File: config.mk
export PLATFORM = sky130hd
export DESIGN_NAME = tlc_ram
export DESIGN_NICKNAME = d
export VERILOG_FILES = /design/src/hw/rtl/tlc_ram.sv
export SDC_FILE = /design/constraint.sdc
export NUM_CORES = 1
export LEC_CHECK = 0
export BUFFER_PORTS_ARGS = -buffer_cell sky130_fd_sc_hd__buf_2
export CORE_UTILIZATION = 55
export DETAILED_ROUTE_END_ITERATION = 8
export PLACE_DENSITY = 0.8
export SLEW_MARGIN = 5
export SYNTH_ARGS = -nofsm -noshare
export SYNTH_HDL_FRONTEND = slang
export SYNTH_SLANG_ARGS = --single-unit
File: constraint.sdc
create_clock -name clk -period 2.1 [get_ports clk]
set_input_delay 0.315 -clock clk [delete_from_list [all_inputs] [get_ports clk]]
set_output_delay 0.315 -clock clk [all_outputs]
set_load 0.02 [all_outputs]
File: src/hw/rtl/tlc_ram.sv
`timescale 1ns / 1ps
`default_nettype none
// ----------------------------------------------------------------------------
// tlc_ram: generic single-port-write, single-port-read RAM
// One write and one registered read per cycle.
// ----------------------------------------------------------------------------
module tlc_ram #(
    parameter int WIDTH = 8,
    parameter int DEPTH = 16,
    localparam int AW = (DEPTH > 1) ? $clog2(DEPTH) : 1
) (
    input  wire logic             clk,
    input  wire logic             we,
    input  wire logic [AW-1:0]    waddr,
    input  wire logic [WIDTH-1:0] wdata,
    input  wire logic [AW-1:0]    raddr,
    output logic      [WIDTH-1:0] rdata
);

    logic [WIDTH-1:0] mem [DEPTH];

    always_ff @(posedge clk)
    begin
        if (we)
        begin
            mem[waddr] <= wdata;
        end
        rdata <= mem[raddr];
    end

endmodule
`default_nettype wire

* Word-level counts from Yosys, hierarchy flattened
Memories as Yosys holds them, arrays and structs flattened. A register that Yosys moved wholly into a read port is not among the register bits. Cells that the tools add are included.
Storage, ports and cells: bits in latches 0, ROM bits 0, memories 1, word-level logic and storage cells 3, register bits after elaboration 0, input bits 18, bits in writable memories 128
Memories:
- mem | words 16, width 8, rd ports 1, clocked after memory_dff 1, write ports 1, line 20 | logic [WIDTH-1:0] mem [DEPTH];
Operators by class: $lt $le $gt $ge 0, shift-type cells 0, bitwise logic cells 0, multipliers 0, add/sub/neg operators 0, divide/modulo/power cells 0, equal/unequal tests 0, muxes and demuxes 2, reductions and logical operators 0
Operators with widths (number):
- $mux W1 | 2

* Depth between registers and ports, before layout
depth in word-level cells 2, gate-level depth with buffers 5, depth with buffers taken out 3

* Worst setup path before layout
No wires, ideal clock.
path type input port to flip-flop, from in waddr[2], to mem mem[0][0] (enable), setup slack 0.292 ns, stages on the path 2, required time 1.717 ns, data arrival time 1.425 ns, library setup time 0.383 ns, cell sequence or3b_2 -> nor3_1
RTL lines:
- from (decl) | line 14 | input wire logic [AW-1:0] waddr,
- to (decl) | line 20
Straight into the memory's write port.

* Final worst setup path
from reg rdata[7] (read register of mem), to out rdata[7]
RTL lines:
- from (decl) | line 17 | output logic [WIDTH-1:0] rdata
No word-level cell between the ends.

==> impl_results.md <==
* Outcome: complete, no violations
* Gate count of the mapped netlist at around 230
* Die area at a little under 10000 um^2
* Layout cells sized above 1 at 32.3%
* Clock skew at approximately 0.0048 ns
* Worst Path Max Fanout at 1
* Slew margin rel. at 68.1%
* Final worst-path cycle share at 67.5%
* Fin. Hold Viols at 0
* Kind of critical path: reg2out
* WHS at 0.182 ns
* Reg-to-Reg Start: mem[1][0]$_DFFE_PP_
* Sequential-to-total area share from yosys stat at between 70 and 80%
* DRT iter0 DRCs at 193
* Vias at 2412
* Row count at 34
* Reg2reg end: rdata[0]$_DFF_P_
* Critical Path Source Type: flop
* Post-Place Cells at ~370
* Data required time of the worst path at between 1.5 and 2 ns
* Worst-path clk slew at 0.06 ns
* Layout Cells excl Fill at 405
* Post-CTS setup buffer count at 0
* Hold path endpoint: mem[15][6]$_DFFE_PP_
* Leak at 0.00209 uW
* Antenna violations before repair at 0
* Antenna Violating Nets Remaining at 0
* Slew Limit Fails at 0
* Worst Setup End Kind: primary output
* Commonest non-fill, non-tap cell in the layout: edfxtp_1
* Buf+Inv Stages, Crit Path at 1
* Critical Path AT at between 1 and 1.5 ns
* Setup TNS at 0 ns
* Cts repair resizes at 0
* Most frequent cells in the layout: edfxtp_1, buf_2, buf_4, mux4_2
* Gpl congestion at between 0.7 and 0.8
* M1 GR Usage at 29.9%
* Worst Tran Pin Value at between 0.4 and 0.5 ns
* Grt met2 use at 36.4%
* H-tree Lvls at 4
* Antenna cells at 0
* Worst skew pair latency at 0.50 ns
* Die width at 98.7 um
* Max Cap Violations at 0
* Fmax at 706 MHz
* Maximum vdd drop at approximately 530 uV
* First-pass GRT wire length at 14900 um
* DP Wirelength at 6030 um
* RSZ-0062 raised after global routing: no
* Synthesized area at 5150 um^2
* Root buffer cell: clkbuf_8
* Worst path cell trace: buf_2
* Drt drc at 0
* GR Util met3 at 5.89%
* Num Clock Sinks at 136
* Post-layout power at roughly 6300 uW
* Routed length per instance at 24.0 um
* FF-to-FF path depth at 3
* Grt total ovfl at 0
* Nets@finish at 302
* R2r setup slk at 0.72 ns
* Syn_nets at 247
* Synthesized flop and latch total at ~140
* CTS tree: done
* HP Class: in2reg
* Post-CTS Hold Fix Bufs at 0
* GRT Resource Usage Total at 22.4%
* Post-Synthesis Mean Instance Area at 22.5 um^2
* CP max-delay cell: dfxtp_1
* # port buffers at 25
* Die height at 98.7 um
* Drt total wl at 9710 um
* Pwr Density at 1030 nW/um^2
* Vias in the first global route at 2577
* CP top delay family: flip-flops
* Final Critical Period at ~1.4 ns
* Largest net degree at the start of global routing at 33
* Yosys cell types at 19
* Finish-stage setup viols at 0
* Initial DRT Pass Iterations at 4
* FILL cells at 533
* TritonCTS Buffers at 17
* Ports at 26
* Crit-path max cell delay at 0.40 ns
* Starting Density at about 58%
* Hold Crit Start: wdata[6]
* Clk buf depth at 2
* Core region area at 8890 um^2
* Vias per cell at slightly below 6
* Yosys warning count at 0
* Hold path depth at 1
* GR peak layer: met2
* P&R area growth vs syn at 18.2%
-- state kept, by name (all words and copies together) (netlist names) --
signal,cells
mem,128
rdata,8
-- cells in the mapped netlist --
cell type,count,area (um^2)
nand2_1,9,33.8
edfxtp_1,128,3840
buf_4,1,7.51
or3b_2,1,8.76
and2_1,1,6.26
nand2b_1,2,12.5
mux4_1,14,368
buf_2,3,15.0
nor2_1,13,48.8
dfxtp_1,8,160
nor2b_1,1,6.26
a22oi_1,16,120
clkdlybuf4s25_2,3,30.0
buf_6,3,33.8
nand3b_1,2,15.0
nand3_1,1,5.00
and2b_1,1,7.51
mux4_2,18,405
nor3_1,4,20.0
-- layout make-up --
class | count | area, um^2 | share of cell area [%]
Clock buffer | 17 | 414 | 6.81
Clock inverter | 15 | 178 | 2.92
Multi-Input combinational cell | 83 | 1060 | 17.4
Sequential cell | 136 | 4000 | 65.8
Tap cell | 108 | 135 | 2.22
Timing Repair Buffer | 46 | 295 | 4.85
-- how the worst max path moves through the flow --
stage	from	to	slack, ns	depth (start not counted)
floorplan	waddr[2]	mem[0][0]$_DFFE_PP_	0.29	2
global placement	raddr[0]	rdata[0]$_DFF_P_	0.29	5
detailed placement	raddr[1]	rdata[4]$_DFF_P_	0.26	5
CTS	rdata[7]$_DFF_P_	rdata[7]	0.65	1
global route	mem[5][0]$_DFFE_PP_	rdata[0]$_DFF_P_	0.65	3
finish	rdata[7]$_DFF_P_	rdata[7]	0.68	1
-- through the flow --
step                      utilization [%]  setup WS (ns)  area (um^2)
after floorplan                         -          0.292         5150
after global placement               61.8          0.288         5490
after detailed placement             61.8          0.259         5490
after CTS                            68.4          0.653         6080
after global routing                 68.4          0.649         6080
final                                68.4          0.683         6080
-- report_power, final --
part | switching, uW | internal (uW) | total, uW
clock | 1110 | 1810 | 2920
combinational | 172 | 122 | 294
sequential | 22.7 | 3030 | 3060
total | 1300 | 4970 | 6270
-- logic make-up (layout without fill, tap and decap cells) --
logic type      Yosys count  after routing  synth area share [%]
mux                      32             32                  15.0
compound gates           16             16                  2.33
simple gates             35             35                  3.18
buf+inv                  10             78                  1.68
flops                   136            136                  77.8
-- layer usage --
layer | vias up | wire length [um]
met3 | 4 | 547
met5 | - | 0
met4 | 0 | 42
li1 | 1083 | -
met1 | 1251 | 4090
met2 | 74 | 5030
Power figures use the tool's default switching activity.
