File: src/hw/rtl/tlc_pkg.sv
`timescale 1ns / 1ps
`default_nettype none
// ----------------------------------------------------------------------------
// tlc_pkg: shared types and constants
// Controller states, access codes, lookup status and default geometry.
// ----------------------------------------------------------------------------
package tlc_pkg;

    localparam int DEF_OFFSET_BITS = 6;
    localparam int DEF_FIRST_SETS  = 64;
    localparam int DEF_FIRST_WAYS  = 4;
    localparam int DEF_SECOND_SETS = 512;
    localparam int DEF_SECOND_WAYS = 8;

    localparam logic ACT_READ  = 1'b0;
    localparam logic ACT_WRITE = 1'b1;

    localparam logic PH_READ = 1'b0;   // L2 lookup for the missing block
    localparam logic PH_WB   = 1'b1;   // L2 lookup for the dirty L1 victim

    typedef enum logic [2:0] {
        S_CLEAR,
        S_IDLE,
        S_L1,
        S_ISSUE,
        S_L2,
        S_DONE
    } state_t;

    typedef struct packed {
        logic hit;
        logic evict_dirty;
    } lookup_stat_t;

endpackage
`default_nettype wire

File: src/hw/rtl/tlc_lookup.sv
`timescale 1ns / 1ps
`default_nettype none
// ----------------------------------------------------------------------------
// tlc_lookup: set lookup and update for one cache level
// Tag match, victim choice, LRU touch and fill of one set row.
// ----------------------------------------------------------------------------
module tlc_lookup #(
    parameter int WAYS  = 4,
    parameter int TAG_W = 20,
    localparam int RANK_W = (WAYS > 1) ? $clog2(WAYS) : 1,
    localparam int ROW_W  = WAYS * (TAG_W + 2 + RANK_W)
) (
    input  wire logic [ROW_W-1:0] row,
    input  wire logic [TAG_W-1:0] look_tag,
    input  wire logic             is_write,
    output tlc_pkg::lookup_stat_t stat,
    output logic      [TAG_W-1:0] victim_tag,
    output logic      [ROW_W-1:0] row_new
);

    logic [WAYS-1:0][TAG_W-1:0]  tags, tags_n;
    logic [WAYS-1:0]             vld, vld_n, drt, drt_n;
    logic [WAYS-1:0][RANK_W-1:0] rnk, rnk_n;
    logic                        hit, inv_found;
    logic [RANK_W-1:0]           hway, inv_way, best, vway, way;
    logic [RANK_W:0]             old;

    assign {tags, vld, drt, rnk} = row;
    assign row_new = {tags_n, vld_n, drt_n, rnk_n};

    always_comb
    begin
        hit       = 1'b0;
        hway      = '0;
        inv_found = 1'b0;
        inv_way   = '0;
        best      = '0;
        for (int i = 0; i < WAYS; i++)
        begin
            if (!hit && vld[i] && tags[i] == look_tag)
            begin
                hit  = 1'b1;
                hway = RANK_W'(i);
            end
            if (!inv_found && !vld[i])
            begin
                inv_found = 1'b1;
                inv_way   = RANK_W'(i);
            end
        end
        // all ways valid: highest rank, lowest index on a tie
        for (int i = 1; i < WAYS; i++)
        begin
            if (rnk[i] > rnk[best])
            begin
                best = RANK_W'(i);
            end
        end
        vway = inv_found ? inv_way : best;
        way  = hit ? hway : vway;
        old  = vld[way] ? {1'b0, rnk[way]} : (RANK_W + 1)'(WAYS);

        tags_n = tags;
        vld_n  = vld;
        drt_n  = drt;
        rnk_n  = rnk;
        for (int i = 0; i < WAYS; i++)
        begin
            if (RANK_W'(i) != way && vld[i] && {1'b0, rnk[i]} < old)
            begin
                rnk_n[i] = rnk[i] + 1'b1;
            end
        end
        rnk_n[way] = '0;
        if (hit)
        begin
            drt_n[way] = drt[way] | is_write;
        end
        else
        begin
            vld_n[way]  = 1'b1;
            drt_n[way]  = is_write;
            tags_n[way] = look_tag;
        end

        stat.hit         = hit;
        stat.evict_dirty = !hit && vld[vway] && drt[vway];
        victim_tag       = tags[vway];
    end

endmodule
`default_nettype wire

File: config.mk
export PLATFORM = sky130hd
export DESIGN_NAME = tlc_lookup
export DESIGN_NICKNAME = d
export VERILOG_FILES = /design/src/hw/rtl/tlc_pkg.sv /design/src/hw/rtl/tlc_lookup.sv
export SDC_FILE = /design/constraint.sdc
export NUM_CORES = 1
export LEC_CHECK = 0
export BUFFER_PORTS_ARGS = -buffer_cell sky130_fd_sc_hd__buf_2
export CAP_MARGIN = 15
export CORE_MARGIN = 2
export CORE_UTILIZATION = 50
export DETAILED_ROUTE_END_ITERATION = 8
export PLACE_DENSITY_LB_ADDON = 0.08
export SLEW_MARGIN = 0
export SYNTH_ARGS = -nofsm -noshare
export SYNTH_HDL_FRONTEND = slang
export SYNTH_SLANG_ARGS = --single-unit
export TNS_END_PERCENT = 1
File: constraint.sdc
create_clock -name vclk -period 8.5
set_input_delay 0.425 -clock vclk [all_inputs]
set_output_delay 0.425 -clock vclk [all_outputs]
set_load 0.05 [all_outputs]
== Word-level counts from Yosys, hierarchy flattened ==
Index checks and enable logic that the tools add are counted.

* Add/sub/neg operators: 4
* $lt $le $gt $ge: 12
* Equal/unequal tests: 7
* Multiplexer cells: 52
* Bitwise gates (word level): 4
* Reductions and logical operators: 31

{| class="wikitable"
|+ Operators with widths
! operator !! count
|-
| $bwmux W80 || 1
|-
| $eq A20 B20 Y1 || 4
|-
| $mux W80 || 1
|-
| $bmux W20 S2 || 1
|-
| $demux W20 S2 || 1
|-
| $mux W20 || 2
|-
| $mux W2 || 16
|-
| $logic_and A1 B1 Y1 || 21
|-
| $mux W1 || 16
|-
| $bmux W2 S2 || 3
|-
| $lt A2 B3 Y1 || 4
|-
| $lt A2 B3 Y1 const B || 4
|-
| $logic_not A1 Y1 || 9
|-
| $add A2 B1 Y2 const B || 4
|-
| $and A8 B8 Y8 || 1
|-
| $bmux W1 S2 || 4
|-
| $bwmux W4 || 2
|-
| $mux W4 || 2
|-
| $not A8 Y8 || 1
|-
| $gt A2 B2 Y1 || 3
|-
| $demux W2 S2 || 1
|-
| $ne A2 B2 Y1 const A || 2
|-
| $or A4 B4 Y4 || 1
|-
| $mux W3 || 1
|-
| other kinds (5) || 5
|}

* Bits in registers: 0
* Bits of input ports: 117
* Logic and storage cells: 110

== Longest topological paths before layout ==
Gate-level depths: netlist of the first run.

* Depth in word-level cells: 23
* Mapped depth: 27
* Depth with buffers taken out: 26

== Least setup slack after synthesis of the first run ==
Ideal clock, no wire load.

* Kind: in2out
* Start point: input row[1]
* End point: output row_new[4]
* Arrival time: 6217 ps
* Required time: 8075 ps
* Setup slack: 1858 ps
* Cell stages on the path: 25
* Buffers on the path: 1
* Path through: inv_1 -> ha_1 -> o22ai_1 -> nand2_1 -> o21ai_0 -> ha_1 -> nand2_1 -> o21a_1 -> nor2_1 -> a21oi_1 -> ha_1 -> nor2b_1 -> o21ai_2 -> o211ai_1 -> nand2b_1 -> clkbuf_1 -> a41oi_2 -> and2b_2 -> nor2_2 -> a2111oi_0 -> o21ai_0 -> ha_1 -> nor2_1 -> o211a_1 -> nor4_1

* Word-level cells in the longest chain between the ends: 19
* Elaborated cells between the ends (all ways): 29
* Those cells by class: order compare (6); eq/ne (1); mux (17); bitwise (2); reduce/logical (3)

{| class="wikitable"
|+ Ends and longest elaborated chain
! item !! RTL line !! source
|-
| start, declared || tlc_lookup.sv:13 || <nowiki>input wire logic [ROW_W-1:0] row,</nowiki>
|-
| $gt A2 B2 Y1 || tlc_lookup.sv:54 || <nowiki>if (rnk[i] > rnk[best])</nowiki>
|-
| $mux W1 || tlc_lookup.sv:54 ||
|-
| $bmux W2 S2 || tlc_lookup.sv:54 ||
|-
| $mux W2 (not written as such) || tlc_lookup.sv:54 ||
|-
| $gt A2 B2 Y1 || tlc_lookup.sv:54 ||
|-
| $mux W2 || tlc_lookup.sv:54 ||
|-
| $bmux W2 S2 || tlc_lookup.sv:54 ||
|-
| $mux W2 (not written as such) || tlc_lookup.sv:54 ||
|-
| (+3 left out) || n/a ||
|-
| $mux W2 || tlc_lookup.sv:60 || <nowiki>way = hit ? hway : vway;</nowiki>
|-
| $bmux W2 S2 or $bmux W1 S2 (tied branches) || tlc_lookup.sv:61 || <nowiki>old = vld[way] ? {1'b0, rnk[way]} : (RANK_W + 1)'(WAYS);</nowiki>
|-
| $mux W2 (not written as such) or $mux W1 (tied branches) || tlc_lookup.sv:61 ||
|-
| $mux W3 || tlc_lookup.sv:61 ||
|-
| $lt A2 B3 Y1 || tlc_lookup.sv:69 || <nowiki>if (RANK_W'(i) != way && vld[i] && {1'b0, rnk[i]} < old)</nowiki>
|-
| $logic_and A1 B1 Y1 || tlc_lookup.sv:69 ||
|-
| $mux W2 || tlc_lookup.sv:69 ||
|-
| $and A8 B8 Y8 (no line) (*) || n/a ||
|-
| end, declared || tlc_lookup.sv:18 || <nowiki>output logic [ROW_W-1:0] row_new</nowiki>
|}

Every way passes the cells marked *; elsewhere a longest branch is shown, timed or not. The select of a mux whose other input is x is not followed.

== Worst setup path after layout of the first run ==
* Start point: input row[1]
* End point: output row_new[1]

The elaborated chain is that of the path after synthesis.

==> results.json, run 1 <==
{
  "worst_slew_pin_slew_ns": 1.12,
  "min_period_over_period": 0.823,
  "synth_top_area_share": 0.246,
  "track_usage": 0.319,
  "viasPerCell": 5.93,
  "multiInputGateArea_sq_um": 3570,
  "synthToLayoutAreaGrowth_pct": 27.5,
  "die_w_um": 92.3,
  "synthCells": 507,
  "drv_slew": 0,
  "first_iter_violations": 260,
  "grt_max_degree": 45,
  "met3_usage": 0.0252,
  "crit_type": "in2out",
  "path_delay_family": "compound AO/OA/AOI/OAI gates",
  "nFlopsAndLatches": 0,
  "ys_warn_count": 0,
  "critPathLaunchType": "input port",
  "synth_area_leaders": "mux2_2 (25%), xnor2_1 (13%), nand2_1 (6.1%), nand4_1 (4.2%), a211oi_1 (4.0%)",
  "static-leakage-power_nw": 2.21,
  "drive_gt1_frac": 0.519,
  "setup_ws_ns": 1.50,
  "dieArea_sq_um": 8520,
  "p_per_area_nw_per_um2": 118,
  "final_cell_mix": "buf_2 (235), mux2_2 (85), nand2_1 (63)",
  "final_area_sq_um": 4970,
  "syn_area_per_cell_sq_um": 7.69,
  "nClkBuffers": 0,
  "fmaxAchievable_mhz": 143,
  "ant_nets": 0,
  "dr.pass1.iters": 5,
  "utilization": 0.650,
  "dpl-instance-area_sq_um": 4960,
  "overflow": 0,
  "drv_cap": 0,
  "tns_ns": 0,
  "port_buffers": 235,
  "setup-violations-final": 0,
  "cts_setup_buffers": 0,
  "fillers": 724,
  "start_util": 0.510,
  "status": "complete, no violations",
  "final_common_cell": "buf_2",
  "ys_seq_area_frac": 0,
  "synth_cell_types": 63,
  "final_hold_viol_count": 0,
  "hold_class": "in2out",
  "crit_top_cell": "ha_1",
  "final_nets": 831,
  "ctsResizeCount": 0,
  "ioPinCount": 235,
  "place_congestion": 0.940,
  "wl_per_cell_um": 18.1,
  "hold_ws_ns": 1.29,
  "crit_buf_inv": 3,
  "grt-busiest-layer": "met2",
  "yosys.area.top_type": "mux2_2",
  "grt_use_met2": 0.575,
  "critPathSlowestCell": "a31oi_4",
  "n_antenna_cell": 0,
  "min_period_ns": 7.00,
  "seq_area_sq_um": 0,
  "wirelength_mm": 14.5,
  "vdd_drop_max_v": 0.0000984,
  "grt_pass1_vias": 4335,
  "cts_hold_buf": 0,
  "worstSetupEndpointType": "output port",
  "vias": 4763,
  "antenna_found_initial": 0,
  "fp.dieH_um": 92.3,
  "critPathRequiredTime_ns": 8.08,
  "core_area_sq_um": 7650,
  "critPathMaxStageDelay_ns": 0.47,
  "grt_pass1_wl_mm": 22.4,
  "syn_nets": 635,
  "cp_max_fo": 41,
  "rows": 32,
  "dpl.hpwl_mm": 12.0,
  "rsz0062_at_grt": "false",
  "synth_area_sq_um": 3900,
  "cp.arrival_ns": 6.57,
  "drc": 0,
  "grtUsageMet1": 0.425,
  "slew_headroom": 0.253,
  "place_worst_setup_slack_ns": 1.50
}
## worst paths after layout
check	to	startpoint	cells past startpoint	slack, ns
setup / recovery	row_new[1]	row[1]	27	1.50
hold / removal	victim_tag[19]	row[75]	4	1.29
## metal layers
| layer | wire length, um | part of all wire |
|---|---|---|
| met4 | 151 | 0.010 |
| met3 | 1060 | 0.073 |
| met2 | 7050 | 0.49 |
| met5 | 0 | 0 |
| met1 | 6260 | 0.43 |
## metrics by stage
stage,std cells,power (mW)
floorplan,507,0.444
global placement,802,0.576
detailed placement,802,0.582
CTS,802,0.584
global route,803,0.618
finish,803,0.588
## synth_stat cells (all sizes together) (6+ instances only)
master  number
nand3        8
or2          7
clkbuf      16
nand4       26
and2        24
a21oi        8
nand2       63
mux2        85
nor4        10
o21ai        6
buf         30
a31oi       21
xnor2       67
ha          11
inv         14
nor2        20
a211oi      22
xor2        13
## cells by family after synthesis
logic type / count (synthesis) / share of synthesized area
adder cells (fa/ha/maj): 11 / 0.0353
buffers and inverters: 60 / 0.0912
XOR/XNOR: 80 / 0.195
multiplexers: 88 / 0.253
AND/OR/NAND/NOR: 184 / 0.260
AO/OA/AOI/OAI: 84 / 0.165
## final cells by class
class,instances,area share
Timing Repair Buffer,240,0.246
Inverter,14,0.0106
Multi-Input combinational cell,447,0.718
Tap cell,102,0.0257
## power by group
part	internal (mW)	switching (mW)	total [mW]
combinational	0.176	0.412	0.588
sequential	0	0	0
clock	0	0	0
total	0.176	0.412	0.588
(Power assumes the default switching activity.)
==> run 2: changes to the inputs <==
--- a/config.mk
+++ b/config.mk
@@ -8,7 +8,7 @@
 export BUFFER_PORTS_ARGS = -buffer_cell sky130_fd_sc_hd__buf_2
 export CAP_MARGIN = 15
 export CORE_MARGIN = 2
-export CORE_UTILIZATION = 50
+export CORE_UTILIZATION = 46
 export DETAILED_ROUTE_END_ITERATION = 8
 export PLACE_DENSITY_LB_ADDON = 0.08
 export SLEW_MARGIN = 0
==> constraint.sdc (replaced) <==
create_clock -name vclk -period 6.85
set_input_delay 0.3425 -clock vclk [all_inputs]
set_output_delay 0.3425 -clock vclk [all_outputs]
set_load 0.05 [all_outputs]
==> run 2 against run 1 <==
Final cell count rose by 0.75%. Combinational power increased by 25%. Clock-buffer cell count unchanged. Total power increased by 25%. Sequential cell count stayed put. Via count shrank 2.5%. Design area rose by 0.38%. Utilization decreased by 4.3 points. Global-route usage down 1.3 points. Non-clock buffer count is 3 higher. Sequential share of layout area unchanged. Worst hold slack got worse by 0.18 ns. Largest cell class unchanged.
==> results.json, run 2 (synthesis gave the netlist of run 1 again) <==
{
  "highest_layer": "met4",
  "wirelength_mm": 15.1,
  "cp_max_fo": 10,
  "final_hold_viol_count": 0,
  "ant_nets": 0,
  "critPathLaunchType": "input port",
  "viasPerCell": 5.74,
  "grt_pass1_wl_mm": 22.1,
  "cts_hold_buf": 0,
  "met2_length_mm": 7.36,
  "final_common_cell": "buf_2",
  "rows": 33,
  "die_w_um": 96.0,
  "nFlopsAndLatches": 0,
  "critPathMaxStageDelay_ns": 0.35,
  "wl_per_cell_um": 18.6,
  "placedCellCount": 809,
  "cp.arrival_ns": 5.97,
  "place_congestion": 0.968,
  "vdd_drop_max_v": 0.000119,
  "critPathSlowestCell": "o21ai_2",
  "drc": 0,
  "min_period_ns": 6.31,
  "antenna_found_initial": 0,
  "worstSetupEndpointType": "output port",
  "first_iter_violations": 248,
  "fillers": 812,
  "slew_headroom": 0.349,
  "final_area_sq_um": 4990,
  "instances_no_fill": 809,
  "setup_ws_ns": 0.539,
  "setup-violations-final": 0,
  "synthToLayoutAreaGrowth_pct": 28.0,
  "fmaxAchievable_mhz": 158,
  "dr.pass1.iters": 5,
  "core_area_sq_um": 8220,
  "final_nets": 834,
  "min_period_over_period": 0.921,
  "cts_setup_buffers": 0,
  "met3_length_mm": 1.14,
  "start_util": 0.474,
  "port_buffers": 235,
  "grt_pass1_vias": 4118,
  "seq_area_sq_um": 0,
  "fp.dieH_um": 96.0,
  "status": "complete, no violations",
  "critPathRequiredTime_ns": 6.51,
  "worst_slew_pin_slew_ns": 0.972,
  "drive_gt1_frac": 0.521,
  "crit_type": "in2out",
  "drv_slew": 0,
  "dieArea_sq_um": 9220,
  "p_total_mw": 0.734,
  "ioPinCount": 235,
  "met1_length_mm": 6.43,
  "tns_ns": 0,
  "place_worst_setup_slack_ns": 0.474,
  "p_per_area_nw_per_um2": 147,
  "crit_buf_inv": 3,
  "ctsResizeCount": 0,
  "crit_top_cell": "ha_1",
  "vias": 4643,
  "overflow": 0,
  "hold_ws_ns": 1.11,
  "dpl.hpwl_mm": 12.4,
  "nClkBuffers": 0,
  "n_antenna_cell": 0,
  "dpl-instance-area_sq_um": 4990,
  "static-leakage-power_nw": 2.22,
  "utilization": 0.607,
  "drv_cap": 0,
  "path_delay_family": "compound AO/OA/AOI/OAI gates",
  "hold_class": "in2out",
  "final_cell_mix": "buf_2 (235), mux2_2 (85), nand2_1 (63)",
  "track_usage": 0.306,
  "grt_max_degree": 44,
  "rsz0062_at_grt": "false"
}
run 2: changes by cell type in the layout (fill, tap and decap cells not counted), sizes merged:
| cell | previous run | this run |
|---|---|---|
| buf | 240 | 243 |
run 2: worst paths after layout:
check / from / slack (ns) / to / depth (start not counted)
worst min-delay path: row[1] / 1.11 / row_new[1] / 3
worst max-delay path: row[3] / 0.54 / row_new[0] / 28
run 2: final cells by class:
| class | instances | area, sq um | area share |
|---|---|---|---|
| tap | 105 | 131 | 0.0263 |
| multi-input combinational | 447 | 3570 | 0.715 |
| inverter | 14 | 52.6 | 0.0105 |
| timing repair buffer | 243 | 1240 | 0.248 |
run 2: power breakdown:
| part | switching (mW) | total [mW] | internal (mW) |
|---|---|---|---|
| clock network | 0 | 0 | 0 |
| logic | 0.514 | 0.734 | 0.220 |
| registers | 0 | 0 | 0 |
| total | 0.514 | 0.734 | 0.220 |
run 2: per-layer routing:
metal,global-route usage,up-vias
li1,-,2251
met1,0.412,2169
met2,0.552,207
met3,0.0235,16
met4,0.0202,0
met5,0,-
==> run 3: changes to the inputs <==
--- a/config.mk
+++ b/config.mk
@@ -10,7 +10,7 @@
 export CORE_MARGIN = 2
 export CORE_UTILIZATION = 46
 export DETAILED_ROUTE_END_ITERATION = 8
-export PLACE_DENSITY_LB_ADDON = 0.08
+export PLACE_DENSITY = 0.95
 export SLEW_MARGIN = 0
 export SYNTH_ARGS = -nofsm -noshare
 export SYNTH_HDL_FRONTEND = slang
==> run 3 against run 2 <==
Global-route usage down 0.55 points. Utilization unchanged. Critical path depth down 1. Final cell count unchanged. Maximum frequency down 0.35%. Die area unchanged. Critical endpoint unchanged. Largest power group unchanged.
==> results.json, run 3 (synthesis gave the netlist of run 1 again) <==
{
  "status": "complete, no violations",
  "drv_slew": 0,
  "min_period_ns": 6.33,
  "pwr-share-comb": 1.000,
  "static-leakage-power_nw": 2.22,
  "p_per_area_nw_per_um2": 147,
  "grt_pass1_vias": 4345,
  "overflow": 0,
  "dr.pass1.iters": 5,
  "grt_pass1_wl_mm": 21.9,
  "grt_max_degree": 44,
  "rsz0062_at_grt": "false",
  "multiInputGateArea_sq_um": 3570,
  "p_clk_frac": 0,
  "p_total_mw": 0.734,
  "worstSetupEndpointType": "output port",
  "cts_setup_buffers": 0,
  "hold_class": "in2out",
  "final_cell_mix": "buf_2 (235), mux2_2 (85), nand2_1 (63)",
  "n_antenna_cell": 0,
  "switchingPower_mw": 0.514,
  "final_hold_viol_count": 0,
  "fillers": 722,
  "wl_per_cell_um": 18.7,
  "vias": 4826,
  "cp_max_fo": 10,
  "first_iter_violations": 314,
  "synthToLayoutAreaGrowth_pct": 28.0,
  "track_usage": 0.300,
  "fmaxAchievable_mhz": 158,
  "critPathLaunchType": "input port",
  "crit_type": "in2out",
  "dieArea_sq_um": 9220,
  "core_area_sq_um": 8220,
  "p_int_mw": 0.220,
  "setup_ws_ns": 0.516,
  "min_period_over_period": 0.925,
  "worst_slew_pin_slew_ns": 0.664,
  "die_w_um": 96.0,
  "cp.arrival_ns": 5.99,
  "rows": 33,
  "nClkBuffers": 0,
  "fp.dieH_um": 96.0,
  "ioPinCount": 235,
  "drive_gt1_frac": 0.521,
  "critPathRequiredTime_ns": 6.51,
  "nFlopsAndLatches": 0,
  "final_nets": 834,
  "tns_ns": 0,
  "drv_cap": 0,
  "seq_area_sq_um": 0,
  "vdd_drop_max_v": 0.000138,
  "drc": 0,
  "place_congestion": 1.01,
  "swShare": 0.700,
  "start_util": 0.474,
  "final_common_cell": "buf_2",
  "antenna_found_initial": 0,
  "setup-violations-final": 0,
  "port_buffers": 235,
  "place_worst_setup_slack_ns": 0.566,
  "dpl.hpwl_mm": 12.4,
  "seqPwrFrac": 0,
  "slew_headroom": 0.557,
  "ant_nets": 0,
  "wirelength_mm": 15.1,
  "viasPerCell": 5.97
}
[run 3: cell counts in the layout (fill, tap and decap cells not counted)]
Identical to the previous run, type by type.
[run 3: final timing paths]
kind / depth (start not counted) / endpoint / startpoint / slack (ns)
setup / recovery: 27 / row_new[0] / row[1] / 0.52
hold / removal: 3 / row_new[1] / row[1] / 1.11
[run 3: critical path, stage by stage]
cell       delay, ns
buf_2           0.14
inv_1           0.07
ha_1            0.30
o22ai_1         0.34
nand2_1         0.10
o21ai_0         0.12
ha_1            0.28
nand2_1         0.08
o21a_1          0.26
nor2_1          0.08
a21oi_1         0.14
ha_1            0.26
nor2b_1         0.14
o21ai_2         0.33
a31oi_4         0.16
nor3b_4         0.23
a41oi_4         0.25
o221ai_2        0.32
nor2_2          0.13
a2111oi_0       0.34
o21ai_1         0.22
ha_1            0.31
or2_2           0.29
a21oi_1         0.20
a311oi_1        0.07
and3b_1         0.22
buf_2           0.25
[run 3: final cells by class]
type | instances | area share
Inverter | 14 | 0.0105
Multi-Input combinational cell | 447 | 0.715
Tap cell | 105 | 0.0263
Timing Repair Buffer | 243 | 0.248
[run 3: power groups by stage]
stage	Clock, mW	Combinational, mW	Sequential [mW]
finish	0	0.734	0
global route	0	0.766	0
CTS	0	0.728	0
detailed placement	0	0.725	0
global placement	0	0.716	0
floorplan	0	0.550	0
[run 3: timing repair]
item / CTS / global route
gates resized for setup: 0 / 1
hold buffers: 0 / 0
setup endpoints to repair: 0 / 1
[run 3: layer usage]
layer	track usage	wire length, um	up-vias
met1	0.357	5660	2246
met4	0.115	527	0
met5	0	0	-
li1	-	-	2241
met3	0.0211	1110	41
met2	0.556	7840	298
[run 3: stage by stage]
| stage | cell area (sq um) | cells | hold WS, ns | util |
|---|---|---|---|---|
| 2_1_floorplan | 3900 | 507 | 0.981 | - |
| 3_3_place_gp | 4990 | 809 | 1.10 | 0.607 |
| 3_5_place_dp | 4990 | 809 | 1.11 | 0.607 |
| 4_1_cts | 4990 | 809 | 1.11 | 0.607 |
| 5_1_grt | 4990 | 809 | 1.14 | 0.607 |
| 6_report | 4990 | 809 | 1.11 | 0.607 |
